### config.mk
export PLATFORM = sky130hd
export DESIGN_NAME = sfsu_div
export DESIGN_NICKNAME = d
export VERILOG_FILES = /design/src/hdl/sfsu_pkg.sv /design/src/hdl/sfsu_div.sv
export SDC_FILE = /design/constraint.sdc
export NUM_CORES = 1
export LEC_CHECK = 0
export BUFFER_PORTS_ARGS = -buffer_cell sky130_fd_sc_hd__buf_2
export CORE_MARGIN = 8
export CORE_UTILIZATION = 54
export CTS_CLUSTER_DIAMETER = 50
export DETAILED_ROUTE_END_ITERATION = 7
export HOLD_SLACK_MARGIN = 0.06
export PLACE_DENSITY_LB_ADDON = 0.1
export SYNTH_ARGS = -nofsm -noshare
export SYNTH_HDL_FRONTEND = slang
export SYNTH_SLANG_ARGS = --single-unit
### constraint.sdc
create_clock -name clk_i -period 10.04 [get_ports clk_i]
set_input_delay 1.004 -clock clk_i [delete_from_list [all_inputs] [get_ports clk_i]]
set_output_delay 1.004 -clock clk_i [all_outputs]
set_load 0.05 [all_outputs]
### src/hdl/sfsu_pkg.sv
`default_nettype none
// ----------------------------------------------------------------------------
// sfsu_pkg
// Shared types, constants and helpers of the starfield star update block.
// ----------------------------------------------------------------------------
package sfsu_pkg;

  localparam int MAX_STARS_DEF = 256;
  localparam int COORD_W       = 12;
  localparam int Q_W           = 21;  // numerator / quotient magnitude width
  localparam int DIV_STEP      = 3;   // quotient bits per divider cycle
  localparam int DEN_W         = 13;  // divisor z+1000 lies in 1..5095

  localparam logic [1:0] PEN_ERASE  = 2'd0;
  localparam logic [1:0] PEN_FAR    = 2'd1;
  localparam logic [1:0] PEN_MIDDLE = 2'd2;
  localparam logic [1:0] PEN_NEAR   = 2'd3;

  typedef enum logic [1:0] {
    ST_IDLE,
    ST_LOAD,
    ST_DIV,
    ST_WB
  } state_e;

  typedef enum logic [1:0] {
    REG_BASE_SPEED    = 2'd0,
    REG_SCREEN_WIDTH  = 2'd1,
    REG_SCREEN_HEIGHT = 2'd2
  } reg_e;

  typedef enum logic [1:0] {
    KIND_QUAD,
    KIND_PAIR,
    KIND_SINGLE
  } kind_e;

  typedef struct packed {
    logic [11:0] pos_x;
    logic [10:0] pos_y;
    logic [12:0] depth_z;
    logic [9:0]  speed;
    logic [11:0] drawn_x;
    logic [11:0] drawn_y;
  } star_t;

  typedef struct packed {
    logic                 start;
    logic signed [Q_W-1:0] num_x;
    logic signed [Q_W-1:0] num_y;
    logic [DEN_W-1:0]      den;
  } div_req_t;

  typedef struct packed {
    logic                busy;
    logic signed [Q_W:0] qx;
    logic signed [Q_W:0] qy;
  } div_rsp_t;

  typedef struct packed {
    logic [COORD_W-1:0] erase_x;
    logic [COORD_W-1:0] erase_y;
    kind_e              erase_kind;
    logic               draw_en;
    logic [COORD_W-1:0] draw_x;
    logic [COORD_W-1:0] draw_y;
    kind_e              draw_kind;
    logic [1:0]         pen;
  } desc_t;

  function automatic star_t respawn(input logic [11:0] rx, input logic [10:0] ry,
                                    input logic [10:0] rz, input logic [3:0] rs,
                                    input logic [9:0] base);
    star_t s;
    s.pos_x   = 12'd1500 - rx;
    s.pos_y   = 11'd1000 - ry;
    s.depth_z = 13'd1000 + {2'b00, rz};
    s.speed   = base + {6'd0, rs};
    s.drawn_x = '0;
    s.drawn_y = '0;
    return s;
  endfunction

  // Pixel pattern of a depth band (z/200 truncated, decided by z ranges).
  function automatic kind_e band_kind(input logic signed [13:0] z);
    kind_e k;
    if (z >= -14'sd199 && z <= 14'sd199) k = KIND_QUAD;
    else if (z >= 14'sd200 && z <= 14'sd999) k = KIND_PAIR;
    else k = KIND_SINGLE;
    return k;
  endfunction

  function automatic logic [1:0] band_pen(input logic signed [13:0] z);
    logic [1:0] p;
    if (z >= -14'sd199 && z <= 14'sd1599) p = PEN_NEAR;
    else if (z >= 14'sd1600 && z <= 14'sd1999) p = PEN_MIDDLE;
    else p = PEN_FAR;
    return p;
  endfunction

  function automatic logic [2:0] kind_count(input kind_e k);
    logic [2:0] n;
    unique case (k)
      KIND_QUAD: n = 3'd4;
      KIND_PAIR: n = 3'd2;
      default:   n = 3'd1;
    endcase
    return n;
  endfunction

endpackage
`default_nettype wire

### src/hdl/sfsu_div.sv
`default_nettype none
// ----------------------------------------------------------------------------
// sfsu_div
// Two-lane signed divider by a shared positive divisor, truncating toward
// zero, several restoring steps per cycle.
// ----------------------------------------------------------------------------
module sfsu_div #(
  parameter int QW   = sfsu_pkg::Q_W,
  parameter int STEP = sfsu_pkg::DIV_STEP,
  parameter int DW   = sfsu_pkg::DEN_W
) (
  input  wire                clk_i,
  input  wire                rst_ni,
  input  sfsu_pkg::div_req_t req_i,
  output sfsu_pkg::div_rsp_t rsp_o
);

  localparam int ITER  = (QW + STEP - 1) / STEP;
  localparam int CNT_W = $clog2(ITER + 1);

  logic [QW-1:0]    sh_q  [2];
  logic [QW-1:0]    sh_d  [2];
  logic [DW-1:0]    rem_q [2];
  logic [DW-1:0]    rem_d [2];
  logic             neg_q [2];
  logic [DW-1:0]    den_q;
  logic [CNT_W-1:0] cnt_q;

  always_comb begin
    logic [DW-1:0] r;
    logic [QW-1:0] s;
    logic [DW:0]   t;
    for (int l = 0; l < 2; l++) begin
      r = rem_q[l];
      s = sh_q[l];
      for (int k = 0; k < STEP; k++) begin
        t = {r, s[QW-1]};
        s = {s[QW-2:0], 1'b0};
        if (t >= {1'b0, den_q}) begin
          t    = t - {1'b0, den_q};
          s[0] = 1'b1;
        end
        r = t[DW-1:0];
      end
      rem_d[l] = r;
      sh_d[l]  = s;
    end
  end

  always_ff @(posedge clk_i or negedge rst_ni) begin
    if (!rst_ni) begin
      cnt_q <= '0;
    end else if (req_i.start) begin
      cnt_q <= CNT_W'(ITER);
    end else if (cnt_q != '0) begin
      cnt_q <= cnt_q - 1'b1;
    end
  end

  always_ff @(posedge clk_i) begin
    if (req_i.start) begin
      den_q    <= req_i.den;
      neg_q[0] <= req_i.num_x[QW-1];
      neg_q[1] <= req_i.num_y[QW-1];
      sh_q[0]  <= req_i.num_x[QW-1] ? QW'(-req_i.num_x) : QW'(req_i.num_x);
      sh_q[1]  <= req_i.num_y[QW-1] ? QW'(-req_i.num_y) : QW'(req_i.num_y);
      rem_q[0] <= '0;
      rem_q[1] <= '0;
    end else if (cnt_q != '0) begin
      sh_q  <= sh_d;
      rem_q <= rem_d;
    end
  end

  assign rsp_o.busy = (cnt_q != '0);
  assign rsp_o.qx   = neg_q[0] ? -$signed({1'b0, sh_q[0]}) : $signed({1'b0, sh_q[0]});
  assign rsp_o.qy   = neg_q[1] ? -$signed({1'b0, sh_q[1]}) : $signed({1'b0, sh_q[1]});

endmodule
`default_nettype wire

# Word level (Yosys, flattened, before mapping)
# Memories as Yosys holds them, arrays and structs flattened.
# Cells that the tools add are included.
# W data, S select, Z words.
[totals]
mem_count = 1
ff_bits = 84
word_cells = 48
inputBits = 58
mem_bits_rw = 2
output_inout_bits = 45
[classes]
reduce_logical = 2
muxes = 22
order_cmp = 6
n_addsub = 11
[memory_table]
columns = ["memory", "depth", "word_bits", "read_ports", "rd_ports_with_merged_regs", "write_ports", "line", "text"]
rows = [
  ["neg_q", 2, 1, 2, 0, 2, "sfsu_div.sv:25", "logic neg_q [2];"],
]
[ops]
columns = ["op", "n"]
rows = [
  ["$ge A14 B13 Y1", 6],
  ["$mux W42", 2],
  ["$mux W13", 6],
  ["$sub A13 B13 Y13", 6],
  ["$mux W22", 2],
  ["$neg A21 Y22", 2],
  ["$mux W21", 2],
  ["$neg A21 Y21", 2],
  ["$mux W1", 8],
  ["$mux W3", 2],
  ["$reduce_bool A3 Y1", 1],
  ["$sub A3 B1 Y3 const B", 1],
  ["$reduce_bool A2 Y1", 1],
]

# Logic depth before layout (Yosys ltp)
[depth]
word_depth = 8
mapped_depth = 32

# Worst setup path after synthesis
# OpenSTA, ideal clock, no wires.
[synth_path]
path_kind = "reg2reg"
start = "reg den_q[1]"
end = "reg rem_q[7] (netlist bit)"
path_buffers = 4
arrival_time_ns = 6.912
t_required_ns = 9.928
setup_slack_ns = 3.015
path_stages_with_launch = 30
setup_time_ns = 0.112
synth_period_minus_slack_ns = 7.025
path_cell_list = "edfxtp_1 > inv_1 > fa_1 > a21oi_2 > nor3b_4 > nor4b_2 > o31a_1 > or2_1 > clkbuf_1 > buf_2 > mux2_2 > ha_1 > nor2b_1 > o21a_1 > o21ai_0 > and2_1 > a21oi_1 > or3_4 > buf_6 > mux2_2 > ha_1 > a211oi_1 > nor2_1 > nor3_2 > o21bai_1 > o311a_1 > o41ai_1 > o211ai_4 > buf_8 > a2111oi_1"
[synth_via]
elab_chain_cells = 6
word_cells_on_any_way = 9
[synth_lines]
columns = ["item", "line", "text"]
rows = [
  ["start: declaration", "sfsu_div.sv:26", "logic [DW-1:0] den_q;"],
  ["start signal: assignment", "sfsu_div.sv:62", "den_q <= req_i.den;"],
  ["$sub A13 B13 Y13 or $ge A14 B13 Y1 (tied branches)", "sfsu_div.sv:40, sfsu_div.sv:39", ""],
  ["$mux W13", "sfsu_div.sv:39", "if (t >= {1'b0, den_q}) begin"],
  ["$sub A13 B13 Y13 or $ge A14 B13 Y1 (tied branches)", "sfsu_div.sv:40, sfsu_div.sv:39", ""],
  ["$mux W13", "sfsu_div.sv:39", ""],
  ["$sub A13 B13 Y13 or $ge A14 B13 Y1 (tied branches)", "sfsu_div.sv:40, sfsu_div.sv:39", ""],
  ["$mux W13 (*)", "sfsu_div.sv:39", ""],
  ["end signal: assignment", "sfsu_div.sv:71", "rem_q <= rem_d;"],
  ["end: declaration", "sfsu_div.sv:23", "logic [DW-1:0] rem_q [2];"],
]
# Every way passes the cells marked *; elsewhere a longest branch is shown, timed or not.
# A chain may end at the register's enable or synchronous reset.

# Worst setup path in the final report
[layout_path]
start = "reg den_q[1]"
end = "reg rem_q[1] (netlist bit)"
[layout_via]
elab_chain_cells = 6
word_cells_on_any_way = 9
[layout_lines]
columns = ["item", "line"]
rows = [
  ["$sub A13 B13 Y13 or $ge A14 B13 Y1 (tied branches)", "sfsu_div.sv:40, sfsu_div.sv:39"],
  ["$mux W13", "sfsu_div.sv:39"],
  ["$ge A14 B13 Y1 or $sub A13 B13 Y13 (tied branches)", "sfsu_div.sv:39, sfsu_div.sv:40"],
  ["$mux W13", "sfsu_div.sv:39"],
  ["$sub A13 B13 Y13 or $ge A14 B13 Y1 (tied branches)", "sfsu_div.sv:40, sfsu_div.sv:39"],
  ["$mux W13 (*)", "sfsu_div.sv:39"],
]
# Marked as above.

==> results.sh <==
export IMPL_status="finished, final reports clean"
export IMPL_synth_ff_type="edfxtp_1"
export IMPL_drc=0
export IMPL_areaGrowthSynthToFinish_pct=9.35
export IMPL_path_class="reg -> reg"
export IMPL_worst_path_buf_inv=1
export IMPL_clkLatencyLatePin_ns=0.34
export IMPL_fp_coreArea_um2=17200
export IMPL_ant_nets=0
export IMPL_wl_per_cell_um=17.2
export IMPL_dp_cells=1386
export IMPL_worstReg2RegStart="den_q[1]$_DFFE_PP_"
export IMPL_stdcell_count=1402
export IMPL_synth_area_um2=9400
export IMPL_r2r_slack_ns=2.04
export IMPL_num_rows=48
export IMPL_finalSetupViolations=0
export IMPL_fmax_mhz=125
export IMPL_synth_area_leaders="edfxtp_1 18%, ha_1 11%, xnor2_1 7.1%"
export IMPL_syn_avg_cell_area_um2=8.54
export IMPL_vias=8275
export IMPL_grt_pass1_wl_um=40100
export IMPL_ys_seq_elements=86
export IMPL_dpl_hpwl_um=18700
export IMPL_hold_viol_final=0
export IMPL_yosysWarnings=0
export IMPL_path_max_fanout=18
export IMPL_drt_total_wl_um=24100
export IMPL_drtPass1Iterations=5
export IMPL_cts_setup_buffers=0
export IMPL_die_area_um2=21900
export IMPL_syn_inst=1100
export IMPL_ys_seq_area_share_pct=24.6
export IMPL_cp_top_family="compound AO/OA/AOI/OAI gates"
export IMPL_rsz0062_at_grt="no"
export IMPL_cts_hold_buf=0
export IMPL_synth_edf_count=57
export IMPL_die_width_um=148
export IMPL_drt_iter0_drc=467
export IMPL_busiest_layer="met2"
export IMPL_hp_class="in -> async"
export IMPL_fillers=1607
export IMPL_worst_pin_slew_ns=1.12
export IMPL_ctsRootBufferMaster="clkbuf_16"
export IMPL_port_buffers=102
export IMPL_synthArstFlopShare_pct=3.49
export IMPL_vias_per_cell=5.90
export IMPL_end_kind="flop"
export IMPL_io_pins=103
export IMPL_yosysUniqueCellTypes=78
export IMPL_grt_pass1_vias=8113
export IMPL_syn_nets=1248
export IMPL_dieHeight_um=148
export IMPL_numCtsBuffers=9
export IMPL_gp_congestion=0.914
export IMPL_use_met2_pct=36.2
export IMPL_synth_area_leader_cell="edfxtp_1"
export IMPL_met1_usage_pct=29.7
export IMPL_slew_headroom_pct=25.1
export IMPL_overflow=0
export IMPL_final_max_slew_viol_count=0
export IMPL_critPathLaunch="den_q[1]$_DFFE_PP_"
export IMPL_clkSinkCount=86
export IMPL_fin_worst_skew_ns=0.0130
export IMPL_tritoncts="yes"
export IMPL_slowest_delay_ns=0.55
export IMPL_period_needed_ns=8.00
export IMPL_holdWs_ns=0.452
export IMPL_start_util_pct=54.7
export IMPL_layout_nets=1320
export IMPL_grt_max_degree=65
export IMPL_fin_crit_sh_pct=79.7
export IMPL_grt_antenna_before_repair=1
export IMPL_grtUsageTotal_pct=22.2
export IMPL_reg2reg_depth=26
export IMPL_cts_resized=0
export IMPL_clk_pin_slew_worst_paths_ns=0.07
export IMPL_cp_slowest_cell="or2_1"
export IMPL_yosysTopAreaCellShare_pct=18.2
export IMPL_arrival_ns=8.26
export IMPL_clk_path_buf_depth=2
export IMPL_crit_required_ns=10.31
export IMPL_fin_tns_setup_ns=0
export IMPL_use_met3_pct=4.52
export IMPL_maxCapViolations=0
export IMPL_cp_start_kind="flop"
export IMPL_reg2reg_to="rem_q[1]$_SDFFE_PP0P_"
export IMPL_drive_gt1_share_pct=15.7
export IMPL_htree_num_levels=3
-- logic make-up after synthesis --
logic type | synth area share (%)
AO/OA/AOI/OAI | 19.8
multiplexers | 7.71
XOR/XNOR | 12.2
flip-flops | 24.6
buffers and inverters | 4.15
adder cells (fa/ha/maj) | 12.5
AND/OR/NAND/NOR | 19.1
-- worst register-to-register path, delay by kind of cell (launching register included) --
kind / cells / cell delay, ns
simple gates: 8 / 2.11
mux: 3 / 1.21
fa+ha+maj: 3 / 1.23
flops: 1 / 0.53
buf+inv: 1 / 0.27
compound gates: 11 / 2.56
-- per-stage QoR --
step / utilization, % / setup WS, ns / cell area (µm²)
after floorplan: - / 3.02 / 9400
after global placement: 58.3 / 2.12 / 10000
after detailed placement: 58.3 / 2.08 / 10000
after CTS: 59.8 / 2.04 / 10300
after global routing: 59.8 / 1.36 / 10300
final: 59.8 / 2.04 / 10300
-- layout make-up --
cell class | count | area (µm²) | area share, %
Multi-Input combinational cell | 922 | 6700 | 65.2
Sequential cell | 86 | 2310 | 22.5
Timing Repair Buffer | 106 | 543 | 5.28
Tap cell | 225 | 282 | 2.74
Clock buffer | 9 | 225 | 2.19
Inverter | 47 | 176 | 1.72
Clock inverter | 6 | 37.5 | 0.365
Antenna cell | 1 | 2.50 | 0.0244
-- sequential cells by signal, indices dropped and copies added, names as in the netlist --
signal  cells
cnt_q       3
den_q      13
neg_q       2
rem_q      26
sh_d       36
sh_q        6
-- placed cells by master, fill, tap and decap left out, drive strengths merged, types with 7 or more instances in the layout --
| master | count |
|---|---|
| a2111oi | 7 |
| a211oi | 30 |
| a21o | 13 |
| a21oi | 91 |
| and3 | 11 |
| buf | 106 |
| clkbuf | 9 |
| dfxtp | 26 |
| edfxtp | 57 |
| ha | 84 |
| inv | 48 |
| mux2 | 43 |
| mux2i | 24 |
| nand2 | 64 |
| nand2b | 15 |
| nand3 | 15 |
| nand4 | 9 |
| nor2 | 112 |
| nor2b | 13 |
| nor3 | 38 |
| nor4 | 8 |
| o21a | 12 |
| o21ai | 51 |
| o21bai | 7 |
| o31ai | 15 |
| o41ai | 11 |
| or2 | 13 |
| or3 | 28 |
| or4 | 8 |
| xnor2 | 76 |
| xor2 | 55 |
-- metal layers --
metal	routed length, µm	vias up
met2	10800	218
li1	-	4207
met5	10	-
met1	11500	3822
met3	1440	26
met4	274	2
-- worst max-delay path by stage --
| stage | endpoint | slack (ns) | cells past startpoint |
|---|---|---|---|
| floorplan | rem_q[7]$_SDFFE_PP0P_ | 3.02 | 29 |
| detailed placement | rem_q[1]$_SDFFE_PP0P_ | 2.08 | 26 |
| global route | rem_q[0]$_SDFFE_PP0P_ | 1.36 | 26 |
| CTS | rem_q[1]$_SDFFE_PP0P_ | 2.04 | 26 |
| global placement | rem_q[1]$_SDFFE_PP0P_ | 2.12 | 26 |
| finish | rem_q[1]$_SDFFE_PP0P_ | 2.04 | 26 |
-- Yosys cell counts (12+ instances only) --
cell type and number:
nor2_1 111, or3_1 27, a21o_1 13, o31ai_1 15, xor2_1 55, a211oi_1 28
nor3_1 37, clkbuf_1 25, nor2b_1 13, mux2_2 41, nand3_1 15, nand2_1 64
ha_1 84, o21ai_0 49, edfxtp_1 57, nand2b_1 15, inv_1 47, mux2i_1 24
dfxtp_1 26, a21oi_1 89, o21a_1 12, xnor2_1 76
Power is not shown: default switching activity piles up to over one toggle a cycle in this logic, so the estimate is an artifact.
