==> config.mk <==
export PLATFORM = sky130hd
export DESIGN_NAME = sfsu_emit
export DESIGN_NICKNAME = d
export VERILOG_FILES = /design/src/hdl/sfsu_pkg.sv /design/src/hdl/sfsu_emit.sv
export SDC_FILE = /design/constraint.sdc
export NUM_CORES = 1
export LEC_CHECK = 0
export ABC_AREA = 1
export BUFFER_PORTS_ARGS = -buffer_cell sky130_fd_sc_hd__clkbuf_2
export CAP_MARGIN = 20
export CORE_UTILIZATION = 47
export CTS_CLUSTER_DIAMETER = 60
export DETAILED_ROUTE_END_ITERATION = 7
export HOLD_SLACK_MARGIN = 0.1
export PLACE_DENSITY_LB_ADDON = 0.2
export SETUP_SLACK_MARGIN = 0.02
export SLEW_MARGIN = 20
export SYNTH_ARGS = -nofsm -noshare
export SYNTH_HDL_FRONTEND = slang
export SYNTH_SLANG_ARGS = --single-unit
==> constraint.sdc <==
create_clock -name clk_i -period 1.9 [get_ports clk_i]
set_clock_uncertainty 0.1 [all_clocks]
set_input_delay 0.095 -clock clk_i [delete_from_list [all_inputs] [get_ports clk_i]]
set_output_delay 0.095 -clock clk_i [all_outputs]
set_load 0.02 [all_outputs]
==> src/hdl/sfsu_pkg.sv <==
`default_nettype none
// ----------------------------------------------------------------------------
// sfsu_pkg
// Shared types, constants and helpers of the starfield star update block.
// ----------------------------------------------------------------------------
package sfsu_pkg;

  localparam int MAX_STARS_DEF = 256;
  localparam int COORD_W       = 12;
  localparam int Q_W           = 21;  // numerator / quotient magnitude width
  localparam int DIV_STEP      = 3;   // quotient bits per divider cycle
  localparam int DEN_W         = 13;  // divisor z+1000 lies in 1..5095

  localparam logic [1:0] PEN_ERASE  = 2'd0;
  localparam logic [1:0] PEN_FAR    = 2'd1;
  localparam logic [1:0] PEN_MIDDLE = 2'd2;
  localparam logic [1:0] PEN_NEAR   = 2'd3;

  typedef enum logic [1:0] {
    ST_IDLE,
    ST_LOAD,
    ST_DIV,
    ST_WB
  } state_e;

  typedef enum logic [1:0] {
    REG_BASE_SPEED    = 2'd0,
    REG_SCREEN_WIDTH  = 2'd1,
    REG_SCREEN_HEIGHT = 2'd2
  } reg_e;

  typedef enum logic [1:0] {
    KIND_QUAD,
    KIND_PAIR,
    KIND_SINGLE
  } kind_e;

  typedef struct packed {
    logic [11:0] pos_x;
    logic [10:0] pos_y;
    logic [12:0] depth_z;
    logic [9:0]  speed;
    logic [11:0] drawn_x;
    logic [11:0] drawn_y;
  } star_t;

  typedef struct packed {
    logic                 start;
    logic signed [Q_W-1:0] num_x;
    logic signed [Q_W-1:0] num_y;
    logic [DEN_W-1:0]      den;
  } div_req_t;

  typedef struct packed {
    logic                busy;
    logic signed [Q_W:0] qx;
    logic signed [Q_W:0] qy;
  } div_rsp_t;

  typedef struct packed {
    logic [COORD_W-1:0] erase_x;
    logic [COORD_W-1:0] erase_y;
    kind_e              erase_kind;
    logic               draw_en;
    logic [COORD_W-1:0] draw_x;
    logic [COORD_W-1:0] draw_y;
    kind_e              draw_kind;
    logic [1:0]         pen;
  } desc_t;

  function automatic star_t respawn(input logic [11:0] rx, input logic [10:0] ry,
                                    input logic [10:0] rz, input logic [3:0] rs,
                                    input logic [9:0] base);
    star_t s;
    s.pos_x   = 12'd1500 - rx;
    s.pos_y   = 11'd1000 - ry;
    s.depth_z = 13'd1000 + {2'b00, rz};
    s.speed   = base + {6'd0, rs};
    s.drawn_x = '0;
    s.drawn_y = '0;
    return s;
  endfunction

  // Pixel pattern of a depth band (z/200 truncated, decided by z ranges).
  function automatic kind_e band_kind(input logic signed [13:0] z);
    kind_e k;
    if (z >= -14'sd199 && z <= 14'sd199) k = KIND_QUAD;
    else if (z >= 14'sd200 && z <= 14'sd999) k = KIND_PAIR;
    else k = KIND_SINGLE;
    return k;
  endfunction

  function automatic logic [1:0] band_pen(input logic signed [13:0] z);
    logic [1:0] p;
    if (z >= -14'sd199 && z <= 14'sd1599) p = PEN_NEAR;
    else if (z >= 14'sd1600 && z <= 14'sd1999) p = PEN_MIDDLE;
    else p = PEN_FAR;
    return p;
  endfunction

  function automatic logic [2:0] kind_count(input kind_e k);
    logic [2:0] n;
    unique case (k)
      KIND_QUAD: n = 3'd4;
      KIND_PAIR: n = 3'd2;
      default:   n = 3'd1;
    endcase
    return n;
  endfunction

endpackage
`default_nettype wire

==> src/hdl/sfsu_emit.sv <==
`default_nettype none
// ----------------------------------------------------------------------------
// sfsu_emit
// Holds one pixel descriptor and walks it: erase pixels, then draw pixels if
// enabled, one beat per cycle while the receiver is ready.
// ----------------------------------------------------------------------------
module sfsu_emit (
  input  wire                 clk_i,
  input  wire                 rst_ni,
  input  wire                 push_i,
  input  sfsu_pkg::desc_t     desc_i,
  output logic                ready_o,
  output logic                out_valid_o,
  input  wire                 out_ready_i,
  output logic [11:0]         pixel_x_o,
  output logic [11:0]         pixel_y_o,
  output logic [1:0]          pen_o,
  output logic                last_pixel_o
);

  sfsu_pkg::desc_t desc_q;
  logic            full_q;
  logic            draw_q;
  logic [2:0]      cnt_q;
  logic            beat;
  logic            last;
  logic            dx;
  logic            dy;

  assign beat    = full_q && out_ready_i;
  assign last    = (cnt_q == 3'd1) && (draw_q || !desc_q.draw_en);
  assign ready_o = !full_q || (beat && last);

  always_ff @(posedge clk_i or negedge rst_ni) begin
    if (!rst_ni) begin
      full_q <= 1'b0;
      draw_q <= 1'b0;
      cnt_q  <= '0;
    end else if (push_i) begin
      full_q <= 1'b1;
      draw_q <= 1'b0;
      cnt_q  <= sfsu_pkg::kind_count(desc_i.erase_kind);
    end else if (beat) begin
      if (cnt_q == 3'd1) begin
        if (last) begin
          full_q <= 1'b0;
        end else begin
          draw_q <= 1'b1;
          cnt_q  <= sfsu_pkg::kind_count(desc_q.draw_kind);
        end
      end else begin
        cnt_q <= cnt_q - 3'd1;
      end
    end
  end

  always_ff @(posedge clk_i) begin
    if (push_i) begin
      desc_q <= desc_i;
    end
  end

  // Count down the pattern: 4 (x,y+1), 3 (x+1,y+1), 2 (x+1,y), 1 (x,y).
  assign dx = (cnt_q == 3'd2) || (cnt_q == 3'd3);
  assign dy = (cnt_q == 3'd3) || (cnt_q == 3'd4);

  assign out_valid_o  = full_q;
  assign pixel_x_o    = (draw_q ? desc_q.draw_x : desc_q.erase_x) + {11'd0, dx};
  assign pixel_y_o    = (draw_q ? desc_q.draw_y : desc_q.erase_y) + {11'd0, dy};
  assign pen_o        = draw_q ? desc_q.pen : sfsu_pkg::PEN_ERASE;
  assign last_pixel_o = last;

endmodule
`default_nettype wire

After elaboration in Yosys (flattened, before gate mapping) --
Cells that the tools add are included.
Operators by class: add/sub/neg operators 3, equality and inequality tests 8, mux-type cells 17, reductions and logical operators 17
Operators by type and width (number):
- $add A12 B1 Y12 | 2
- $mux W12 | 2
- $mux W3 | 4
- $pmux W3 S2 | 2
- $mux W1 | 8
- $eq A3 B2 Y1 const B | 2
- $reduce_and A3 Y1 | 2
- $reduce_bool A2 Y1 | 3
- $eq A2 B1 Y1 const B | 2
- $logic_not A2 Y1 | 2
- $logic_or A1 B1 Y1 | 4
- $eq A3 B1 Y1 const B | 1
- $eq A3 B3 Y1 const B | 1
- $logic_and A1 B1 Y1 | 3
- $ne A3 B3 Y1 const B | 1
- $sub A3 B1 Y3 const B | 1
- $logic_not A1 Y1 | 2
- $mux W2 | 1
- $ne A2 B2 Y1 const B | 1
- $reduce_and A2 Y1 | 1
Word-level totals: flip-flop bits (word level) 58, output and inout port bits 29, logic and storage cells 55

Longest topological paths before layout --
depth after elaboration 7, mapped depth 11, depth with buffers taken out 11

Worst setup path after synthesis --
No wires, ideal clock.
path kind flip-flop to output port, from register cnt_q[0], to output pixel_y_o[6], arrival 1.809 ns, required time 1.705 ns, setup slack -0.104 ns, stages on the path, launching flop included 10, buffers on the path 0, path through dfrtp_1 -> inv_1 -> ha_1 -> nand2_1 -> nand2_1 -> ha_1 -> ha_1 -> nand3_2 -> nor2_4 -> xor2_1
Between the ends: longest elaborated chain between the ends 3
RTL lines:
- from (decl) | line sfsu_emit.sv:24 | logic [2:0] cnt_q;
- from (signal assigned) | line sfsu_emit.sv:42 | cnt_q <= sfsu_pkg::kind_count(desc_i.erase_kind);
- from (signal assigned) | line sfsu_emit.sv:49 | cnt_q <= sfsu_pkg::kind_count(desc_q.draw_kind);
- from (signal assigned) | line sfsu_emit.sv:52 | cnt_q <= cnt_q - 3'd1;
- $eq A3 B2 Y1 or $eq A3 B3 Y1 (tied branches) | line sfsu_emit.sv:65 | assign dy = (cnt_q == 3'd3) || (cnt_q == 3'd4);
- $logic_or A1 B1 Y1 (*) | line sfsu_emit.sv:65
- $add A12 B1 Y12 (*) | line sfsu_emit.sv:69 | assign pixel_y_o = (draw_q ? desc_q.draw_y : desc_q.erase_y) + {11'd0, dy};
- to (decl) | line sfsu_emit.sv:16 | output logic [11:0] pixel_y_o,
Mark *: on every way between the ends. The rest lies on a longest branch, timed or not.

Worst setup path after layout --
from register cnt_q[0], to output pixel_x_o[6]
Between the ends: longest elaborated chain between the ends 3
RTL lines:
- $eq A3 B2 Y1 | line sfsu_emit.sv:64 | assign dx = (cnt_q == 3'd2) || (cnt_q == 3'd3);
- $logic_or A1 B1 Y1 (*) | line sfsu_emit.sv:64
- $add A12 B1 Y12 (*) | line sfsu_emit.sv:68 | assign pixel_x_o = (draw_q ? desc_q.draw_x : desc_q.erase_x) + {11'd0, dx};
- to (decl) | line sfsu_emit.sv:15 | output logic [11:0] pixel_x_o,
Marked as above.

==> insert_results.sql <==
INSERT INTO impl_metrics (metric_group, metric, value, unit) VALUES
('run_status', 'status', 'complete, but fails checks', ''),
('run_status', 'violations', 'setup timing', ''),
('worst_setup_path', 'number_of_cells_traversed_by_the_worst_register_to_register_path', '12', ''),
('global_routing', 'antenna_found_initial', '0', ''),
('final_layout', 'drive_gt1_share', '44.4', '%'),
('floorplanning', 'floorplan.die.height', '82.2', 'um'),
('worst_setup_path', 'ff2ff_setup_slack', '0.13', 'ns'),
('min_path', 'worst_hold_startpoint', 'push_i', ''),
('logic_synthesis', 'yosysMostFrequentCell', 'sky130_fd_sc_hd__nand2_1', ''),
('global_routing', 'grtUsageTotal', '24.4', '%'),
('sta', 'timing.setup.tns', '-4.53', 'ns'),
('logic_synthesis', 'net_count_after_synthesis', '367', ''),
('final_layout', 'antennaDiodeCount', '0', ''),
('min_path', 'worst_hold_path_stage_count', '1', ''),
('pwr', 'share_seq_of_total_power', '32.0', '%'),
('pwr', 'leakage', '2.23', 'nW'),
('clocking', 'cts_tree', 'yes', ''),
('clocking', 'clk_transition_reported_paths', '0.07', 'ns'),
('routing', 'post_drt_antenna_nets', '0', ''),
('clocking', 'clkLatencyLatePin', '0.34', 'ns'),
('routing', 'vias_per_cell', '4.86', ''),
('floorplanning', 'initial_utilization', '49.9', '%'),
('logic_synthesis', 'synth.lib_cells_used.distinct', '26', ''),
('logic_synthesis', 'synth-seq-area-share', '56.8', '%'),
('sta', 'final_critical_path_setup_slack', '-0.295', 'ns'),
('pwr', 'sw_frac_of_total', '36.7', '%'),
('min_path', 'holdPathEnd', 'desc_q[3]$_DFFE_PP_', ''),
('logic_synthesis', 'synthArstFlopShare', '8.62', '%'),
('sta', 'slew_headroom', '65.8', '%'),
('clocking', 'cts-root-to-sink-buffers', '2', ''),
('logic_synthesis', 'synth_common_cells', 'sky130_fd_sc_hd__nand2_1, sky130_fd_sc_hd__edfxtp_1, sky130_fd_sc_hd__inv_1', ''),
('clocking', 'htree_levels', '3', ''),
('floorplanning', 'coreArea', '6060', 'um^2'),
('sta', 'unrepaired_setup_endpoints_after_global_routing', 'yes', ''),
('floorplanning', 'design.die.area', '6750', 'um^2'),
('final_layout', 'fin_nets', '550', ''),
('logic_synthesis', 'synth.yosys.warnings', '0', ''),
('sta', 'slew_viol_final', '0', ''),
('pwr', 'power.internal', '3.18', 'mW'),
('logic_synthesis', 'synthesis.area', '3020', 'um^2'),
('worst_setup_path', 'critPathArrivalTime', '2.00', 'ns'),
('clocking', 'clkSinkCount', '58', ''),
('routing', 'total_number_of_vias', '2726', ''),
('sta', 'worst_slew_pin_slew', '0.513', 'ns'),
('floorplanning', 'die_x', '82.2', 'um'),
('logic_synthesis', 'synthesis.area_per_instance', '10.1', 'um^2'),
('sta', 'min_period', '2.19', 'ns'),
('final_layout', 'final_core_utilization', '81.7', '%'),
('logic_synthesis', 'synth.top_cells.by_area', 'sky130_fd_sc_hd__edfxtp_1, sky130_fd_sc_hd__nand2_1, sky130_fd_sc_hd__dfrtp_1', ''),
('floorplanning', 'placementRows', '28', ''),
('run', 'maxCapViolCount', '0', ''),
('sta', 'final_critical_path_share_of_the_clock_period', '116', '%'),
('sta', 'report.final.setup_viol', '20', ''),
('logic_synthesis', 'synth_top_area_cell', 'sky130_fd_sc_hd__edfxtp_1', ''),
('logic_synthesis', 'yosysTopAreaCellShare', '52.7', '%'),
('routing', 'drt_drc_violations_left', '0', ''),
('sta', 'fmaxAchievable', '456', 'MHz'),
('final_layout', 'flow.area_growth_from_synthesis', '63.9', '%'),
('pwr', 'powerDensity', '1010', 'nW/um^2'),
('worst_setup_path', 'cp.required', '1.70', 'ns'),
('pwr', 'clock_power_share', '21.5', '%'),
('final_layout', 'fillCellCount', '352', ''),
('routing', 'wire_per_inst', '14.3', 'um'),
('worst_setup_path', 'r2r-start', 'cnt_q[1]$_DFFE_PN0P_', ''),
('global_routing', 'number_of_global_route_vias_before_repair', '2586', ''),
('place', 'port_buffer_count', '87', ''),
('pwr', 'power.switching', '1.84', 'mW'),
('worst_setup_path', 'path_class', 'register to primary output', ''),
('global_routing', 'grt_pass1_wl', '11700', 'um'),
('floorplanning', 'num_io_pins', '88', ''),
('place', 'detailedPlacementHpwl', '4580', 'um');
## layout make-up
class / instances / area (um^2) / share of cell area [%]
tap: 75 / 93.8 / 1.89
clock inverter: 7 / 60.1 / 1.21
inverter: 27 / 104 / 2.10
sequential: 58 / 1720 / 34.7
clock buffer: 9 / 124 / 2.50
timing repair buffer: 177 / 1440 / 29.0
multi-input combinational: 208 / 1420 / 28.6
## metal layers
metal | track usage [%] | up-vias | wire length, um
li1 | - | 1342 | -
met1 | 27.4 | 1275 | 3150
met2 | 44.7 | 88 | 4270
met3 | 5.49 | 21 | 376
met4 | 9.65 | 0 | 213
met5 | 0 | - | 0
## cell usage in the layout, fill, tap and decap left out, types with 5 or more instances in the layout
cell type | synthesis | layout
sky130_fd_sc_hd__clkbuf_8 | 0 | 18
sky130_fd_sc_hd__nor2_2 | 7 | 5
sky130_fd_sc_hd__nand2_4 | 5 | 11
sky130_fd_sc_hd__o21ai_0 | 6 | 5
sky130_fd_sc_hd__nor2_4 | 3 | 10
sky130_fd_sc_hd__nand4_1 | 6 | 6
sky130_fd_sc_hd__dlygate4sd3_1 | 0 | 59
sky130_fd_sc_hd__inv_2 | 2 | 5
sky130_fd_sc_hd__nand3_1 | 13 | 10
sky130_fd_sc_hd__clkbuf_2 | 0 | 64
sky130_fd_sc_hd__edfxtp_1 | 53 | 53
sky130_fd_sc_hd__inv_1 | 25 | 21
sky130_fd_sc_hd__ha_4 | 0 | 6
sky130_fd_sc_hd__buf_4 | 1 | 29
sky130_fd_sc_hd__nand2_2 | 19 | 32
sky130_fd_sc_hd__nor2_1 | 12 | 7
sky130_fd_sc_hd__xor2_1 | 8 | 7
sky130_fd_sc_hd__buf_6 | 3 | 10
sky130_fd_sc_hd__nand2_1 | 101 | 82
## critical path: stages (launching register included)
cell                       delay, ns
sky130_fd_sc_hd__dfrtp_1        0.41
sky130_fd_sc_hd__inv_2          0.10
sky130_fd_sc_hd__ha_1           0.14
sky130_fd_sc_hd__nand2_1        0.06
sky130_fd_sc_hd__nand2_2        0.09
sky130_fd_sc_hd__ha_4           0.14
sky130_fd_sc_hd__ha_4           0.12
sky130_fd_sc_hd__inv_2          0.04
sky130_fd_sc_hd__nor2_4         0.15
sky130_fd_sc_hd__nand2_2        0.08
sky130_fd_sc_hd__xnor2_2        0.16
sky130_fd_sc_hd__clkbuf_8       0.16
## how the worst max path moves through the flow
stage                                     from             to  slack (ns)  cells after the start
final                     cnt_q[0]$_DFFE_PN0P_   pixel_x_o[6]       -0.29                     11
after global routing      cnt_q[0]$_DFFE_PN0P_   pixel_x_o[6]       -0.41                     11
after CTS                 cnt_q[0]$_DFFE_PN0P_   pixel_y_o[5]       -0.32                     11
after detailed placement  cnt_q[0]$_DFFE_PN0P_  pixel_y_o[10]       -0.08                     11
after global placement    cnt_q[0]$_DFFE_PN0P_   pixel_y_o[8]       -0.02                     11
after floorplan           cnt_q[0]$_DFFE_PN0P_   pixel_y_o[6]       -0.01                      9
## metrics by stage
| stage | cell area [um^2] | std cells | setup slack (ns) | power [mW] | hold WS [ns] |
|---|---|---|---|---|---|
| floorplan | 3040 | 298 | -0.0112 | 2.69 | -0.301 |
| finish | 4950 | 561 | -0.295 | 5.02 | 0.254 |
| CTS | 4870 | 560 | -0.322 | 4.87 | 0.237 |
| global route | 4950 | 561 | -0.409 | 5.29 | 0.255 |
| detailed placement | 3650 | 473 | -0.0806 | 3.22 | -0.178 |
| global placement | 3650 | 473 | -0.0196 | 3.21 | -0.178 |
## power by group through the flow
stage	clock [mW]	sequential, mW	combinational, mW
3_3_place_gp	0	1.62	1.59
5_1_grt	1.15	1.62	2.51
6_report	1.08	1.61	2.33
4_1_cts	1.09	1.60	2.19
3_5_place_dp	0	1.62	1.60
2_1_floorplan	0	1.62	1.07
## cell families after synthesis
kind of cell | count (synthesis) | share of synthesized area, %
xor+xnor | 13 | 3.77
simple gates | 173 | 27.7
flops | 58 | 56.8
fa+ha+maj | 10 | 4.14
compound gates | 12 | 2.19
buf+inv | 32 | 5.38
## repair_timing
item                       in CTS  in global routing
pin swaps                      28                 15
buffers inserted               13                  1
hold buffers                   59                  0
gates resized for setup        90                 32
setup endpoints to repair      23                 25
hold endpoints to repair       63                  0
## registers in the layout, indices dropped and copies added (netlist names)
signal and flops:
draw_q 1, cnt_q 3, out_valid_o 1, desc_q 53
(Power assumes the default switching activity.)
